`config.mk`:
```
export PLATFORM = sky130hd
export DESIGN_NAME = md4_compression
export DESIGN_NICKNAME = d
export VERILOG_FILES = /design/src/sv/md4_pkg.sv /design/src/sv/md4_compression.sv /design/src/sv/md4_step.sv
export SDC_FILE = /design/constraint.sdc
export NUM_CORES = 2
export LEC_CHECK = 0
export ABC_AREA = 1
export BUFFER_PORTS_ARGS = -buffer_cell sky130_fd_sc_hd__buf_2
export CAP_MARGIN = 15
export CELL_PAD_IN_SITES_DETAIL_PLACEMENT = 1
export CELL_PAD_IN_SITES_GLOBAL_PLACEMENT = 1
export CORE_MARGIN = 2
export CORE_UTILIZATION = 30
export CTS_CLUSTER_SIZE = 12
export DETAILED_ROUTE_END_ITERATION = 8
export PLACE_DENSITY_LB_ADDON = 0.1
export SYNTH_ARGS = -nofsm -noshare
export SYNTH_HDL_FRONTEND = slang
export SYNTH_SLANG_ARGS = --single-unit
```
`constraint.sdc`:
```
create_clock -name clk -period 5.32 [get_ports clk]
set_input_delay 1.064 -clock clk [delete_from_list [all_inputs] [get_ports clk]]
set_output_delay 1.064 -clock clk [all_outputs]
set_load 0.02 [all_outputs]
```
`src/sv/md4_pkg.sv`:
```
// Shared types, constants and schedule functions for the MD4 compression block.
package md4_pkg;

  localparam logic [31:0] K_ROUND2 = 32'h5A82_7999;
  localparam logic [31:0] K_ROUND3 = 32'h6ED9_EBA1;

  localparam logic [1:0] RND_F = 2'd0;
  localparam logic [1:0] RND_G = 2'd1;
  localparam logic [1:0] RND_H = 2'd2;

  localparam logic KIND_CHAIN = 1'b0;
  localparam logic KIND_MSG   = 1'b1;

  localparam int TDATA_W = 40;

  typedef struct packed {
    logic [1:0] rnd;
    logic [1:0] pos;
  } step_ctl_t;

  // Message word order: identity, 4x4 transpose, bit reversal.
  function automatic logic [3:0] msg_index(input logic [1:0] rnd, input logic [3:0] i);
    logic [3:0] idx;
    case (rnd)
      RND_F:   idx = i;
      RND_G:   idx = {i[1:0], i[3:2]};
      RND_H:   idx = {i[0], i[1], i[2], i[3]};
      default: idx = i;
    endcase
    return idx;
  endfunction

  function automatic logic [4:0] rot_amount(input logic [1:0] rnd, input logic [1:0] pos);
    logic [4:0] s;
    case ({rnd, pos})
      {RND_F, 2'd0}: s = 5'd3;
      {RND_F, 2'd1}: s = 5'd7;
      {RND_F, 2'd2}: s = 5'd11;
      {RND_F, 2'd3}: s = 5'd19;
      {RND_G, 2'd0}: s = 5'd3;
      {RND_G, 2'd1}: s = 5'd5;
      {RND_G, 2'd2}: s = 5'd9;
      {RND_G, 2'd3}: s = 5'd13;
      {RND_H, 2'd0}: s = 5'd3;
      {RND_H, 2'd1}: s = 5'd9;
      {RND_H, 2'd2}: s = 5'd11;
      {RND_H, 2'd3}: s = 5'd15;
      default:       s = 5'd0;
    endcase
    return s;
  endfunction

endpackage

```
`src/sv/md4_compression.sv`:
```
// MD4 compression top level: word loading, step sequencer and digest output.
// After the message word 15 transfer, the step sequencer runs all steps on the
// single step unit, then does the chaining add, then outputs the digest words.
// A new block cannot be taken while one is in progress: input
// is not ready from word 15 until the fourth digest word is taken.
// Reset (rst, synchronous, active high) clears the chaining words and sequencer.
module md4_compression (
  input  logic                          clk,
  input  logic                          rst,
  input  logic                          s_axis_tvalid,
  output logic                          s_axis_tready,
  input  logic [md4_pkg::TDATA_W-1:0]   s_axis_tdata,  // word_index[3:0], word_value[35:4]
  input  logic                          s_axis_tuser,  // kind
  output logic                          m_axis_tvalid,
  input  logic                          m_axis_tready,
  output logic [md4_pkg::TDATA_W-1:0]   m_axis_tdata,  // digest_index[1:0], digest_word[33:2]
  output logic                          m_axis_tlast
);
  import md4_pkg::*;

  localparam logic [1:0] ST_IDLE = 2'd0;
  localparam logic [1:0] ST_RUN  = 2'd1;
  localparam logic [1:0] ST_SUM  = 2'd2;
  localparam logic [1:0] ST_OUT  = 2'd3;

  logic [1:0]  state;
  logic [5:0]  cnt;
  logic [1:0]  oidx;
  logic [31:0] chain [4];
  logic [31:0] msg   [16];
  logic [31:0] va, vb, vc, vd;
  logic [31:0] step_out;
  logic [31:0] m_word;
  step_ctl_t   ctl;

  logic        in_xfer;
  logic        out_xfer;
  logic [3:0]  in_idx;
  logic [31:0] in_val;

  assign in_idx   = s_axis_tdata[3:0];
  assign in_val   = s_axis_tdata[35:4];
  assign in_xfer  = s_axis_tvalid && s_axis_tready;
  assign out_xfer = m_axis_tvalid && m_axis_tready;

  assign ctl     = {cnt[5:4], cnt[1:0]};
  assign m_word  = msg[msg_index(cnt[5:4], cnt[3:0])];

  md4_step u_step (
    .ctl    (ctl),
    .a      (va),
    .b      (vb),
    .c      (vc),
    .d      (vd),
    .m      (m_word),
    .result (step_out)
  );

  always_ff @(posedge clk) begin
    if (in_xfer && s_axis_tuser == KIND_MSG) begin
      msg[in_idx] <= in_val;
    end
  end

  always_ff @(posedge clk) begin
    if (rst) begin
      state <= ST_IDLE;
      cnt   <= '0;
      oidx  <= '0;
      for (int i = 0; i < 4; i++) begin
        chain[i] <= '0;
      end
    end else begin
      case (state)
        ST_IDLE: begin
          if (in_xfer) begin
            if (s_axis_tuser == KIND_CHAIN) begin
              if (in_idx[3:2] == 2'b00) begin
                chain[in_idx[1:0]] <= in_val;
              end
            end else if (in_idx == 4'hF) begin
              state <= ST_RUN;
              cnt   <= '0;
            end
          end
        end
        ST_RUN: begin
          cnt <= cnt + 6'd1;
          if (cnt == 6'd47) begin
            state <= ST_SUM;
          end
        end
        ST_SUM: begin
          chain[0] <= chain[0] + va;
          chain[1] <= chain[1] + vb;
          chain[2] <= chain[2] + vc;
          chain[3] <= chain[3] + vd;
          oidx     <= '0;
          state    <= ST_OUT;
        end
        ST_OUT: begin
          if (out_xfer) begin
            oidx <= oidx + 2'd1;
            if (oidx == 2'd3) begin
              state <= ST_IDLE;
            end
          end
        end
        default: state <= ST_IDLE;
      endcase
    end
  end

  // Working variables rotate (a,b,c,d) <= (d,new,b,c) each step.
  always_ff @(posedge clk) begin
    if (state == ST_IDLE && in_xfer && s_axis_tuser == KIND_MSG && in_idx == 4'hF) begin
      va <= chain[0];
      vb <= chain[1];
      vc <= chain[2];
      vd <= chain[3];
    end else if (state == ST_RUN) begin
      va <= vd;
      vb <= step_out;
      vc <= vb;
      vd <= vc;
    end
  end

  assign s_axis_tready = (state == ST_IDLE);
  assign m_axis_tvalid = (state == ST_OUT);
  assign m_axis_tdata  = {{(TDATA_W - 34){1'b0}}, chain[oidx], oidx};
  assign m_axis_tlast  = (oidx == 2'd3);

endmodule

```
`src/sv/md4_step.sv`:
```
// MD4 step unit: boolean function, constant, message add and rotate.
module md4_step (
  input  md4_pkg::step_ctl_t ctl,
  input  logic [31:0]        a,
  input  logic [31:0]        b,
  input  logic [31:0]        c,
  input  logic [31:0]        d,
  input  logic [31:0]        m,
  output logic [31:0]        result
);
  import md4_pkg::*;

  logic [31:0] f;
  logic [31:0] k;
  logic [31:0] sum;
  logic [4:0]  s;
  logic [63:0] rot;

  always_comb begin
    case (ctl.rnd)
      RND_F: begin
        f = d ^ (b & (c ^ d));
        k = 32'd0;
      end
      RND_G: begin
        f = (b & c) | (b & d) | (c & d);
        k = K_ROUND2;
      end
      RND_H: begin
        f = b ^ c ^ d;
        k = K_ROUND3;
      end
      default: begin
        f = 32'd0;
        k = 32'd0;
      end
    endcase
  end

  assign sum    = a + f + k + m;
  assign s      = rot_amount(ctl.rnd, ctl.pos);
  assign rot    = {sum, sum} << s;
  assign result = rot[63:32];

endmodule

```
# --- After elaboration in Yosys (flattened, before gate mapping) ---
# Memory sizes are Yosys's and may differ from the RTL's. A register that Yosys moved wholly into a read port is not among the register bits.
# Index checks and enable logic that the tools add are counted.
op_classes:
  n_addsub: 9
  n_eq_ne: 14
  shifts: 1
  muxes: 48
  bitwise_logic: 14
  reduce_logical: 16
op_table:
  columns: ["cell", "n"]
  rows:
  - ["$mux 32", 13]
  - ["$add 32x32->32", 6]
  - ["$and 32x32->32", 4]
  - ["$xor 32x32->32", 4]
  - ["$pmux 32 s3", 1]
  - ["$or 32x32->32", 2]
  - ["$shl 64x5->64", 1]
  - ["$pmux 31 s2", 1]
  - ["$add 32x31->32", 1]
  - ["$reduce_or 32->1", 1]
  - ["$mux 2", 10]
  - ["$mux 6", 3]
  - ["$mux 1", 14]
  - ["$pmux 6 s2", 1]
  - ["$ne 2x1->1 const B", 5]
  - ["$eq 2x2->1 const B", 4]
  - ["$mux 4", 2]
  - ["$pmux 2 s4", 1]
  - ["$pmux 4 s2", 1]
  - ["$add 6x1->6 const B", 1]
  - ["$eq 6x6->1 const B", 1]
  - ["$logic_and 1x1->1", 6]
  - ["$logic_not 2->1", 3]
  - ["$reduce_and 6->1", 1]
  - ["9 further kinds", 15]
totals:
  regBits: 138
  ram_bits: 640
  rom_bits: 80
  in_bits: 45
  output_inout_bits: 43
  elab_cells: 112
  mem_count: 3
mem_list:
  columns: ["name", "depth", "word_bits", "read_ports", "rd_clocked_by_memory_dff", "wr", "line_no", "rtl"]
  rows:
  - ["msg", 16, 32, 1, 0, 1, "md4_compression.sv:30", "logic [31:0] msg [16];"]
  - ["chain", 4, 32, 5, 1, 4, "md4_compression.sv:29", "logic [31:0] chain [4];"]
  - ["(name not given)", 16, 5, 1, 1, 0, "md4_pkg.sv:35", "case ({rnd, pos})"]

# --- Logic depth before layout (Yosys ltp) ---
logic_depth:
  ltp_word: 10
  ltp_mapped: 36
  mapped_depth_nobuf: 33

# --- By module ---
# A second synthesis with hierarchy kept.
unflattened:
  hier_cells: 6368
  hier_area_um2: 50996.4
modules_own_cells:
  columns: ["module", "instances", "cells_per_inst", "area_per_inst_um2", "seq_area_each_um2"]
  rows:
  - ["md4_compression", 1, 4946, 42719.7, 23302.3]
  - ["md4_step", 1, 1422, 8276.7, 0.0]

# --- Worst setup path before layout ---
# Ideal clock, no wire load.
synth_path:
  kind: "register to register"
  from: "register cnt[4]"
  to: "register vb[30] (data pin)"
  setup_time_ps: 256
  t_arrival_ps: 5229
  t_required_ps: 5064
  setup_slack_ps: -165
  path_stages_with_launch: 32
  path_buffers: 3
  synth_period_minus_slack_ps: 5485
  cell_sequence: "dfxtp_1 inv_1 ha_1 inv_2 nand2_2 buf_4 buf_2 clkbuf_1 nand3_1 a32o_1 o211ai_1 nand2_1 inv_1 fa_1 ha_1 ha_1 inv_1 fa_1 o21ai_2 nand2_1 nand2_2 inv_1 o21ai_1 nand3b_1 nand3_1 nand3_1 nand3_1 nand3_1 nand3_1 nand3_1 nand3_1 nand2_1"
synth_between:
  elab_chain_len: 8
  elab_cells_between_ends: 13
  cone_classes: "add/sub: 3; eq/ne: 2; shift: 1; mux: 5; reduce/logical: 1; memory: 1"
synth_lines:
  columns: ["item", "line_no", "rtl"]
  rows:
  - ["start: declaration", "md4_compression.sv:27", "logic [5:0] cnt;"]
  - ["start signal: assignment", "md4_compression.sv:88", "cnt <= cnt + 6'd1;"]
  - ["$eq 2x2->1, or another cell as far along", "md4_pkg.sv:24, md4_step.sv:20", null]
  - ["$pmux 32 s3", "md4_step.sv:20", "case (ctl.rnd)"]
  - ["$add 32x32->32", "md4_step.sv:40", "assign sum = a + f + k + m;"]
  - ["$add 32x31->32", "md4_step.sv:40", null]
  - ["$add 32x32->32 *", "md4_step.sv:40", null]
  - ["$shl 64x5->64 *", "md4_step.sv:42", "assign rot = {sum, sum} << s;"]
  - ["$mux 32 *", "md4_compression.sv:121", "end else if (state == ST_RUN) begin"]
  - ["$mux 32 *", "md4_compression.sv:116", "if (state == ST_IDLE && in_xfer && s_axis_tuser == KIND_MSG && in_idx == 4'hF) begin"]
  - ["end signal: assignment", "md4_compression.sv:118", "vb <= chain[1];"]
  - ["end signal: assignment", "md4_compression.sv:123", "vb <= step_out;"]
  - ["end: declaration", "md4_compression.sv:31", "logic [31:0] va, vb, vc, vd;"]
# Every way passes the cells marked *; elsewhere a longest branch is shown, timed or not. The select of a mux whose other input is x is not followed.
# A chain may end at the register's enable or synchronous reset.

# --- Final worst setup path ---
layout_path:
  from: "register cnt[5]"
  to: "register vb[28] (data pin)"
# The elaborated chain is that of the path after synthesis.

==> reports/metrics.cfg <==
[timing]
holdWs_ps = 514
fin_crit_ps = 5750
hold_viol_final = 0
fin_tns_setup_ps = -11810
skew_ps = 51.0
worst_slack_ps = -434
period_share = 1.08
grt_setup_unrepaired = yes
finalMaxSlewViolations = 0
worst_pin_slew_ps = 1180
setup_viol = 32
relSlewSlack = 0.213
max_freq_mhz = 174

[final_layout]
multi_input_area_sq_mm = 0.0225
nNetsFinal = 5852
stdcell_count = 7637
nFillCells = 17400
regArea_sq_mm = 0.0234
area_delta_synth_final_pct = 26.3
drive_gt1_frac = 0.200
fin_util = 0.380

[floorplanning]
dieWidth_um = 397
core_area_sq_mm = 0.154
dieArea_sq_mm = 0.157
die_y_um = 397
core.rowCount = 144
ios = 88
start_util = 0.301

[run_status]
status = finished, violations left
violations = setup timing

[placement]
port_buffers = 77
dpl.hpwl_um = 143000
post-place-ws_ps = -981
dp_cells = 7392
place_congestion = 0.914

[synthesis]
ys.warnings.count = 0
synth_ff_type = edfxtp_1
yosysTopAreaCell = edfxtp_1
synth-edff-count = 768
synth_top_area_share = 0.499
synthArstFlopShare = 0
synth.avg_cell_area_sq_um = 9.11
syn_area_sq_mm = 0.0462
synthTopCellsByArea = edfxtp_1, nand3_1, nand2_1
ys_seq_area_frac = 0.506
ys_top_cells_by_count = nand2_1, nand3_1, edfxtp_1
ys_ff_latch = 785
netlist_instances = 5075
synth.most_common_cell = nand2_1
synthDistinctLibCells = 50

[detailed_routing]
post_drt_via_cell_ratio = 5.33
routedWlPerCell_um = 26.4
vias = 40700
first_pass_iters = 6
wirelength_um = 201000
drc = 0
ant_nets = 0
drtIter0Drc = 3128

[setup_path]
rrSetupSlack_ps = -430
cp_slowest_cell = fa_1
r2r-start = cnt[5]$_SDFFE_PP0P_
critical_path.max_stage_delay_ps = 430
reg2reg_to = vb[28]$_DFFE_PP_
cp-endpoint = vb[28]$_DFFE_PP_
required_ps = 5810
arrival_ps = 6240
cp-end-kind = flip-flop
r2r_cells = 33
crit_start = cnt[5]$_SDFFE_PP0P_
crit_path_frequent_cell = nand3_1
critPathMaxFanout = 13
worstSetupPathType = reg2reg
startpoint_type = flip-flop

[grt]
grt_pass1_vias = 42000
globalRouteOverflowTotal = 0
grt_max_degree = 139
track_usage = 0.250
antenna_found_initial = 9
grt_pass1_wl_um = 289000

[cts]
cts_tree = built
clock_path_buffers = 3
clk_pin_slew_ps = 60
clock_latency_ps = 750
clkSinkCount = 785
clk_root_buffer_cell = clkbuf_16
cts_made_buffers = 98
htreeDepth = 3

[pwr]
power_density_mw_per_mm2 = 676
vdd_drop_max_uv = 360
leakage_uw = 0.0235

[run]
drv_cap = 0

[worst_hold_path]
hp-class = reg2reg

==> metrics by stage <==
step | area (sq um) | total power, uW
after floorplan | 46300 | 19600
after global placement | 52200 | 28700
after detailed placement | 52200 | 28900
after CTS | 57200 | 37900
after global routing | 58400 | 42000
final | 58400 | 39400
==> state kept, by name, summed over array words and instances (netlist names), named ones only <==
signal    count
chain       128
vc           32
msg         512
u_step.s      5
state         2
va           32
vd           32
oidx          2
vb           32
cnt           6
==> power by group <==
group | internal (uW) | switching, uW
Combinational | 9370 | 15000
Clock | 3450 | 2890
Sequential | 8010 | 775
==> layout by cell type (no fill, tap or decap), types with 22 or more instances in the layout <==
master	n
nand2_1	1018
edfxtp_1	768
nand3_1	641
o21ai_0	392
buf_4	392
inv_1	362
a21oi_1	292
nor2_1	232
ha_1	209
nand3_2	138
clkbuf_16	105
buf_2	77
o211ai_1	76
o22ai_1	68
a32o_1	58
fa_1	56
nand2_2	49
buf_12	49
clkinv_1	37
buf_6	35
nand3_4	32
o21ai_1	30
inv_2	29
clkbuf_1	29
ha_4	26
xor2_1	24
a21oi_2	23
a21o_1	22
==> metal layers <==
layer  vias up  global-route usage  wire length (um)  part of all wire
met3       245              0.0234              6950             0.035
met1     20800               0.346             93600              0.46
met2       757               0.420             95600              0.48
met4         0              0.0599              5120             0.025
li1      18900                   -                 -                 -
met5         -                   0                 0                 0
==> final cells by class <==
class                           instances  share of cell area
Antenna cell                            6            0.000257
Clock buffer                          127              0.0439
Clock inverter                         50             0.00652
Inverter                              406              0.0268
Multi-Input combinational cell       3639               0.386
Sequential cell                       785               0.401
Tap cell                             2044              0.0438
Timing Repair Buffer                  580              0.0915
==> critical path: cells and delay by family, from the launching register on <==
| kind | cells | cell delay [ps] |
|---|---|---|
| buffers and inverters | 10 | 1160 |
| adder cells (fa/ha/maj) | 5 | 1630 |
| flip-flops | 1 | 380 |
| AO/OA/AOI/OAI | 4 | 690 |
| AND/OR/NAND/NOR | 14 | 1600 |
==> what timing repair did <==
item                                    4_1_cts  5_1_grt
endpoints found under the setup margin       32       32
hold buffers                                  0        0
pin swaps                                    88       96
gates resized for setup                     343      202
buffers inserted                             38       10
gates cloned                                 10        7
==> worst min path at each step <==
| stage | depth (start not counted) | to | slack [ps] | startpoint |
|---|---|---|---|---|
| floorplan | 2 | state[1]$_SDFFE_PP0P_ | 490 | state[1]$_SDFFE_PP0P_ |
| global placement | 2 | oidx[1]$_SDFFE_PP0P_ | 510 | oidx[1]$_SDFFE_PP0P_ |
| detailed placement | 1 | flip-flop | 520 | oidx[0]$_SDFFE_PP0P_ |
| CTS | 1 | flip-flop | 530 | oidx[0]$_SDFFE_PP0P_ |
| global route | 1 | flip-flop | 540 | oidx[0]$_SDFFE_PP0P_ |
| finish | 1 | flip-flop | 510 | oidx[0]$_SDFFE_PP0P_ |
==> kinds of logic (layout without fill, tap and decap cells) <==
logic type	count (synthesis)	count (layout)	share of synthesized area
other cells	1	12	0.0000811
xor+xnor	35	35	0.00663
buf+inv	658	1163	0.0551
compound gates	1062	1062	0.134
flops	785	785	0.506
mux	1	1	0.000217
simple gates	2236	2238	0.208
fa+ha+maj	297	297	0.0900
(Power assumes the default switching activity.)
